### src/sfd_pkg.sv
package sfd_pkg;

    localparam int FRAME_LENGTH = 16;
    localparam int POS_W        = 4;

    localparam logic [7:0] SYNC_FIRST  = 8'd240;
    localparam logic [7:0] SYNC_SECOND = 8'd15;

    localparam logic [POS_W-1:0] POS_FIRST_DATA = 4'd2;
    localparam logic [POS_W-1:0] POS_MOIST_HI   = 4'd3;
    localparam logic [POS_W-1:0] POS_MOIST_LO   = 4'd4;
    localparam logic [POS_W-1:0] POS_TEMP_INT   = 4'd6;
    localparam logic [POS_W-1:0] POS_TEMP_FRAC  = 4'd7;
    localparam logic [POS_W-1:0] POS_HUM_INT    = 4'd9;
    localparam logic [POS_W-1:0] POS_HUM_FRAC   = 4'd10;
    localparam logic [POS_W-1:0] POS_UV         = 4'd12;
    localparam logic [POS_W-1:0] POS_CHECK      = 4'd14;

    localparam int FIELD_COUNT = 5;
    localparam int FLD_TEMP_INT  = 0;
    localparam int FLD_TEMP_FRAC = 1;
    localparam int FLD_HUM_INT   = 2;
    localparam int FLD_HUM_FRAC  = 3;
    localparam int FLD_UV        = 4;

    typedef struct packed {
        logic [15:0] soil_moisture;
        logic [11:0] temperature_tenths;
        logic [11:0] humidity_tenths;
        logic [7:0]  uv_level;
    } result_t;

    function automatic logic [11:0] tenths(input logic [7:0] whole, input logic [7:0] frac);
        logic [11:0] x8;
        logic [11:0] x2;
        x8 = {1'b0, whole, 3'b000};
        x2 = {3'b000, whole, 1'b0};
        return x8 + x2 + {4'b0000, frac};
    endfunction

endpackage

### src/sensor_frame_decoder.sv
// channel | signals                         | direction
// --------+---------------------------------+----------
// input   | in_valid, in_stall, rx_byte     | in
// result  | out_valid, out_stall, soil_moisture, temperature_tenths,
//         | humidity_tenths, uv_level       | out
//
// one received word is taken every cycle while in_stall is low; the result of a
// good frame is registered into the output register as its last word is accepted
// reset clears the hunt state, the checksum state and the valid flags of both result slots
// a result waits in the output register; a second one lands in a skid register,
// and in_stall is raised only while the skid register is full
module sensor_frame_decoder #(
    parameter int FRAME_LENGTH = sfd_pkg::FRAME_LENGTH
) (
    input  logic        clk,
    input  logic        rst_n,
    input  logic        in_valid,
    output logic        in_stall,
    input  logic [7:0]  rx_byte,
    output logic        out_valid,
    input  logic        out_stall,
    output logic [15:0] soil_moisture,
    output logic [11:0] temperature_tenths,
    output logic [11:0] humidity_tenths,
    output logic [7:0]  uv_level
);

    typedef enum logic [1:0] {
        HUNT       = 2'd0,
        SEEN_FIRST = 2'd1,
        IN_FRAME   = 2'd2
    } phase_t;

    localparam logic [sfd_pkg::POS_W-1:0] LAST_POS = sfd_pkg::POS_W'(FRAME_LENGTH - 1);

    phase_t                      phase_reg, phase_next;
    logic [sfd_pkg::POS_W-1:0]   pos_reg, pos_next;
    logic [7:0]                  sum_reg, sum_next;
    logic [15:0]                 moist_reg, moist_next;
    logic [7:0]                  field_reg [sfd_pkg::FIELD_COUNT];
    logic [7:0]                  field_next [sfd_pkg::FIELD_COUNT];
    logic                        good_reg, good_next;

    logic                        out_valid_reg, out_valid_next;
    sfd_pkg::result_t            out_data_reg, out_data_next;
    logic                        skid_valid_reg, skid_valid_next;
    sfd_pkg::result_t            skid_data_reg, skid_data_next;

    logic                        accept;
    logic                        taken;
    logic                        emit;
    sfd_pkg::result_t            result;

    assign in_stall = skid_valid_reg;
    assign accept   = in_valid && !skid_valid_reg;
    assign taken    = out_valid_reg && !out_stall;

    // frame tracking
    always_comb
    begin
        phase_next = phase_reg;
        pos_next   = pos_reg;
        sum_next   = sum_reg;
        moist_next = moist_reg;
        good_next  = good_reg;
        field_next = field_reg;
        emit       = 1'b0;
        if (accept)
        begin
            case (phase_reg)
                SEEN_FIRST:
                begin
                    if (rx_byte == sfd_pkg::SYNC_SECOND)
                    begin
                        phase_next = IN_FRAME;
                        pos_next   = sfd_pkg::POS_FIRST_DATA;
                        sum_next   = 8'd0;
                        good_next  = 1'b0;
                    end
                    else if (rx_byte != sfd_pkg::SYNC_FIRST)
                    begin
                        phase_next = HUNT;
                    end
                end
                IN_FRAME:
                begin
                    case (pos_reg)
                        sfd_pkg::POS_MOIST_HI:
                        begin
                            moist_next = {rx_byte, 8'd0};
                            sum_next   = sum_reg + rx_byte;
                        end
                        sfd_pkg::POS_MOIST_LO:
                        begin
                            moist_next = {moist_reg[15:8], rx_byte};
                            sum_next   = sum_reg + rx_byte;
                        end
                        sfd_pkg::POS_TEMP_INT:
                        begin
                            field_next[sfd_pkg::FLD_TEMP_INT] = rx_byte;
                            sum_next = sum_reg + rx_byte;
                        end
                        sfd_pkg::POS_TEMP_FRAC:
                        begin
                            field_next[sfd_pkg::FLD_TEMP_FRAC] = rx_byte;
                            sum_next = sum_reg + rx_byte;
                        end
                        sfd_pkg::POS_HUM_INT:
                        begin
                            field_next[sfd_pkg::FLD_HUM_INT] = rx_byte;
                            sum_next = sum_reg + rx_byte;
                        end
                        sfd_pkg::POS_HUM_FRAC:
                        begin
                            field_next[sfd_pkg::FLD_HUM_FRAC] = rx_byte;
                            sum_next = sum_reg + rx_byte;
                        end
                        sfd_pkg::POS_UV:
                        begin
                            field_next[sfd_pkg::FLD_UV] = rx_byte;
                            sum_next = sum_reg + rx_byte;
                        end
                        sfd_pkg::POS_CHECK:
                        begin
                            good_next = (rx_byte == sum_reg);
                        end
                        default:
                        begin
                        end
                    endcase
                    if (pos_reg >= LAST_POS)
                    begin
                        phase_next = HUNT;
                        pos_next   = '0;
                        emit       = good_next;
                    end
                    else
                    begin
                        pos_next = pos_reg + 1'b1;
                    end
                end
                default:
                begin
                    phase_next = (rx_byte == sfd_pkg::SYNC_FIRST) ? SEEN_FIRST : HUNT;
                end
            endcase
        end
    end

    // decoded values, taken from the state after this word
    always_comb
    begin
        result.soil_moisture      = moist_next;
        result.temperature_tenths = sfd_pkg::tenths(field_next[sfd_pkg::FLD_TEMP_INT],
                                                     field_next[sfd_pkg::FLD_TEMP_FRAC]);
        result.humidity_tenths    = sfd_pkg::tenths(field_next[sfd_pkg::FLD_HUM_INT],
                                                    field_next[sfd_pkg::FLD_HUM_FRAC]);
        result.uv_level           = field_next[sfd_pkg::FLD_UV];
    end

    // output register and skid register
    always_comb
    begin
        out_valid_next  = out_valid_reg;
        out_data_next   = out_data_reg;
        skid_valid_next = skid_valid_reg;
        skid_data_next  = skid_data_reg;
        if (!out_valid_reg || taken)
        begin
            if (skid_valid_reg)
            begin
                out_valid_next  = 1'b1;
                out_data_next   = skid_data_reg;
                skid_valid_next = 1'b0;
            end
            else if (emit)
            begin
                out_valid_next = 1'b1;
                out_data_next  = result;
            end
            else
            begin
                out_valid_next = 1'b0;
            end
        end
        else if (emit)
        begin
            skid_valid_next = 1'b1;
            skid_data_next  = result;
        end
    end

    always_ff @(posedge clk or negedge rst_n)
    begin
        if (!rst_n)
        begin
            phase_reg      <= HUNT;
            pos_reg        <= '0;
            sum_reg        <= '0;
            moist_reg      <= '0;
            good_reg       <= 1'b0;
            field_reg      <= '{default: '0};
            out_valid_reg  <= 1'b0;
            skid_valid_reg <= 1'b0;
        end
        else
        begin
            phase_reg      <= phase_next;
            pos_reg        <= pos_next;
            sum_reg        <= sum_next;
            moist_reg      <= moist_next;
            good_reg       <= good_next;
            field_reg      <= field_next;
            out_valid_reg  <= out_valid_next;
            skid_valid_reg <= skid_valid_next;
        end
    end

    always_ff @(posedge clk)
    begin
        out_data_reg  <= out_data_next;
        skid_data_reg <= skid_data_next;
    end

    assign out_valid          = out_valid_reg;
    assign soil_moisture      = out_data_reg.soil_moisture;
    assign temperature_tenths = out_data_reg.temperature_tenths;
    assign humidity_tenths    = out_data_reg.humidity_tenths;
    assign uv_level           = out_data_reg.uv_level;

`ifndef SYNTHESIS
    a_skid_behind_out: assert property (@(posedge clk) disable iff (!rst_n)
        skid_valid_reg |-> out_valid_reg)
        else $error("skid register full while output register empty");

    a_skid_fill_on_stall: assert property (@(posedge clk) disable iff (!rst_n)
        $rose(skid_valid_reg) |-> $past(out_valid_reg && out_stall))
        else $error("skid register filled without a stalled result");

    a_pos_in_frame: assert property (@(posedge clk) disable iff (!rst_n)
        phase_reg == IN_FRAME |-> (pos_reg >= sfd_pkg::POS_FIRST_DATA && pos_reg <= LAST_POS))
        else $error("frame position out of range");

    a_result_from_frame_end: assert property (@(posedge clk) disable iff (!rst_n)
        $rose(out_valid_reg) |-> $past(accept && phase_reg == IN_FRAME && pos_reg == LAST_POS))
        else $error("result raised away from a frame end");
`endif

endmodule
### config.mk
export PLATFORM = sky130hd
export DESIGN_NAME = sensor_frame_decoder
export DESIGN_NICKNAME = d
export VERILOG_FILES = /design/src/sfd_pkg.sv /design/src/sensor_frame_decoder.sv
export SDC_FILE = /design/constraint.sdc
export NUM_CORES = 1
export LEC_CHECK = 0
export ABC_AREA = 1
export BUFFER_PORTS_ARGS = -buffer_cell sky130_fd_sc_hd__buf_2
export CAP_MARGIN = 20
export CORE_ASPECT_RATIO = 2
export CORE_MARGIN = 2
export CORE_UTILIZATION = 50
export DETAILED_ROUTE_END_ITERATION = 8
export GPL_ROUTABILITY_DRIVEN = 0
export HOLD_SLACK_MARGIN = 0.1
export PLACE_DENSITY = 0.73
export SLEW_MARGIN = 10
export SYNTH_ARGS = -nofsm -noshare
export SYNTH_HDL_FRONTEND = slang
export SYNTH_SLANG_ARGS = --single-unit
### constraint.sdc
create_clock -name clk -period 6.5 [get_ports clk]
set_input_delay 1.3 -clock clk [delete_from_list [all_inputs] [get_ports clk]]
set_output_delay 1.3 -clock clk [all_outputs]
set_load 0.05 [all_outputs]
==> summary.txt <==
======================================================================================================
Run status                                                                                finished clean
Maximum clock frequency                                                                        231 MHz
Antenna diodes                                                                                       0
Leakage component of the power                                                              0.00429 uW
Die Y                                                                                           185 um
CTS sink cnt                                                                                       169
Resized cells post-CTS                                                                               0
Average detailed-routed wire length per instance                                               15.4 um
Remaining number of nets flagged by the antenna check after routing                                  0
Area of the core region                                                                    16100 sq um
Setup TNS                                                                                         0 ns
Share of Yosys cell area claimed by the top area cell type                                       0.352
Share of the clock period used by the worst path after layout                                    0.665
Met3 usage in global routing                                                                    0.0330
Share of synthesized area occupied by flip-flops and latches                                     0.576
Critical Path Start                                                                           in_valid
Worst Tran Pin Value                                                                          0.975 ns
Largest fanout on the critical path                                                                 19
Flip-flop and latch count after synthesis                                                          169
Slowest cell on the critical path                                                         sky130_fd_sc_hd__nor2_1
Leading cell type by number of instances after synthesis                                  sky130_fd_sc_hd__nand2_1
Wire length of the first global-routing pass                                                  29100 um
Worst reg2reg endpoint                                                                    skid_data_reg[30]
IO Pins                                                                                             62
Path type of the worst setup path                                                         input pin to register
Worst Hold Depth                                                                                     2
Post-synthesis area per instance                                                            9.71 sq um
Number of enable flip-flop cells after synthesis                                                    96
Synth top cells by count                                                                  263 x sky130_fd_sc_hd__nand2_1, 102 x sky130_fd_sc_hd__inv_1, 96 x sky130_fd_sc_hd__edfxtp_1
Insertion delay of the later-clocked pin in the worst-skew pair                                0.43 ns
Global route hottest layer                                                                        met2
Net count, final                                                                                   969
Aggregate global-route resource usage                                                            0.217
Hold-critical path endpoint                                                                 sum_reg[0]
PD cells                                                                                   232 nW/um^2
Number of H-tree levels                                                                              4
Max Transition Viols Final                                                                           0
Data arrival time of the worst path                                                            4.51 ns
Max-capacitance violation count                                                                      0
Routed wire length                                                                            17400 um
Async SR Flop Fraction                                                                           0.432
Number of buffers added to fix hold violations after cts                                             0
Remaining design rule violation count                                                                0
Synthesis Warnings                                                                                   0
Clk buf depth                                                                                        2
Number of setup buffers added after CTS                                                              0
Class of the tightest hold or removal check                                               register to register
Number of detailed-routing iterations run before antenna repair                                      7
Slack of the worst reg-to-reg path                                                             2.19 ns
TritonCTS clock tree                                                                               yes
Final critical-path required period                                                            4.32 ns
Post-Synthesis Cell Area                                                                    8180 sq um
Std cell rows                                                                                       66
Clock transition at the register clock pins on the worst setup and hold paths after CTS        0.07 ns
Count of endpoints failing setup in the final report                                                 0
Number of global-route vias before repair                                                         6005
Setup crit start kind                                                                        input pin
Remaining global-route overflow                                                                      0
Primary flip-flop cell chosen by synthesis mapping                                        sky130_fd_sc_hd__edfxtp_1
Vias per inst                                                                                     5.21
Final design instance area without fill                                                     9280 sq um
Initial antenna violation count                                                                      0
Chip width                                                                                     94.5 um
Half-perimeter wire length after detailed placement                                           12000 um
Fraction of layout instances using a drive strength above 1                                      0.126
Final hold violation count                                                                           0
Worst-case headroom to the max-slew limit                                                        0.350
Number of flip-flops under the largest register name                                                48
Top area cells in the synthesized netlist                                                 sky130_fd_sc_hd__edfxtp_1 35%, sky130_fd_sc_hd__dfrtp_1 22%, sky130_fd_sc_hd__nand2_1 12%, sky130_fd_sc_hd__ha_1 5.4%, sky130_fd_sc_hd__inv_1 4.7%
Hold path startpoint                                                                        sum_reg[0]
Fin Clk Skew                                                                                 0.0111 ns
Synth cell types                                                                                    35
Cell breakdown of the critical path                                                       buf_2, nand3_4, nor2_1, nor2_1, a21oi_1, inv_1, fa_1, inv_1, fa_1, nand3b_1, nand2_1, nand2_1, nand3_1, nand2_1, and2_1
Initial cell density of the core                                                                 0.508
Beginning of the worst register-to-register path                                          phase_reg[0]
Via count                                                                                         5869
Most numerous cell on the critical path                                                   sky130_fd_sc_hd__nand2_1
Longest individual stage delay on the worst path                                               0.69 ns
Post-detailed-placement cell area                                                           8720 sq um
Total clock buffers created by CTS                                                                  17
Unrepaired setup endpoints after global routing                                                     no
Met2 capacity usage during global routing                                                        0.379
Area delta synth->final                                                                          13.4%
Net Count, Synth                                                                                   903
Met1 usage                                                                                       0.272
Cell depth of the worst flop-to-flop path                                                           16
Post-synthesis instance total                                                                      843
Area enclosed by the die boundary                                                          17500 sq um
Required time at the endpoint of the critical path                                             6.68 ns
CTS Root Buffer Type                                                                      sky130_fd_sc_hd__clkbuf_16
Port-buffer cells                                                                                   61
Critical path capture point type                                                              register
Pin count of the biggest net entering global routing                                                74
Worst-case vdd ir drop                                                                          191 uV
Dominant cell type by area after synthesis                                                sky130_fd_sc_hd__edfxtp_1
Iteration-0 DRC count of the detailed router                                                       346
======================================================================================================
==> layer usage <==
metal  wire (um)  vias up
met5           0        -
met4         258        0
met3         895       19
met2        9070      165
met1        7170     2792
li1            -     2893
==> worst max-delay path: cells and delay by family <==
kind	cells	cell delay, ns
AO/OA/AOI/OAI	1	0.25
buffers and inverters	3	0.29
adder cells (fa/ha/maj)	2	0.98
AND/OR/NAND/NOR	9	1.67
==> how the worst max path moves through the flow <==
stage / slack [ns] / endpoint / cells after the start
after floorplan: 0.28 / humidity_tenths[0] / 9
after global placement: 1.86 / skid_data_reg[30] / 15
after detailed placement: 1.71 / skid_data_reg[30] / 15
after CTS: 2.16 / skid_data_reg[30] / 15
after global routing: 1.77 / skid_data_reg[28] / 16
final: 2.18 / skid_data_reg[30] / 15
==> power by group <==
part / switching (uW) / internal, uW
clock: 462 / 505
sequential: 4.42 / 1130
combinational: 41.7 / 14.4
==> area by class of cell <==
type,count,area [sq um]
repair buffers,66,343
clock inverters,15,139
well taps,204,255
multi-input cells,550,3020
inverters,105,394
flip-flops and latches,169,4710
clock buffers,17,425
fillers,1375,6820
==> cells in the final DEF, fill, tap and decap left out, types with 3 or more instances in the layout <==
master / n
sky130_fd_sc_hd__inv_1: 102
sky130_fd_sc_hd__mux2_2: 7
sky130_fd_sc_hd__inv_6: 5
sky130_fd_sc_hd__nor2_1: 50
sky130_fd_sc_hd__xor2_1: 8
sky130_fd_sc_hd__a31oi_1: 10
sky130_fd_sc_hd__dfrtp_1: 73
sky130_fd_sc_hd__and2_1: 10
sky130_fd_sc_hd__clkbuf_16: 17
sky130_fd_sc_hd__nand3b_1: 3
sky130_fd_sc_hd__o21ai_1: 3
sky130_fd_sc_hd__inv_2: 3
sky130_fd_sc_hd__o21ai_0: 44
sky130_fd_sc_hd__nand3_1: 49
sky130_fd_sc_hd__buf_2: 61
sky130_fd_sc_hd__a21oi_1: 23
sky130_fd_sc_hd__nand4_1: 4
sky130_fd_sc_hd__clkinvlp_4: 3
sky130_fd_sc_hd__o22ai_1: 8
sky130_fd_sc_hd__edfxtp_1: 96
sky130_fd_sc_hd__xnor2_1: 4
sky130_fd_sc_hd__nand2_1: 263
sky130_fd_sc_hd__ha_1: 35
sky130_fd_sc_hd__buf_4: 5
sky130_fd_sc_hd__fa_1: 13
==> metrics by stage <==
step	setup slack [ns]	utilization	power, uW	std cells	hold WS (ns)
6_report	2.18	0.576	2150	1126	0.499
3_5_place_dp	1.71	0.541	1210	1094	0.486
5_1_grt	1.77	0.576	2210	1126	0.521
3_3_place_gp	1.86	0.541	1210	1094	0.478
4_1_cts	2.16	0.576	2170	1126	0.502
2_1_floorplan	0.284	-	1180	843	0.457
==> kinds of logic (layout without fill, tap and decap cells) <==
| logic type | after synthesis | in the layout | share of synthesized area |
|---|---|---|---|
| flip-flops | 169 | 169 | 0.576 |
| XOR/XNOR | 12 | 12 | 0.0128 |
| AND/OR/NAND/NOR | 388 | 388 | 0.195 |
| multiplexers | 7 | 7 | 0.00964 |
| buffers and inverters | 124 | 203 | 0.0581 |
| adder cells (fa/ha/maj) | 48 | 48 | 0.0853 |
| AO/OA/AOI/OAI | 95 | 95 | 0.0632 |
(Power assumes the default switching activity.)
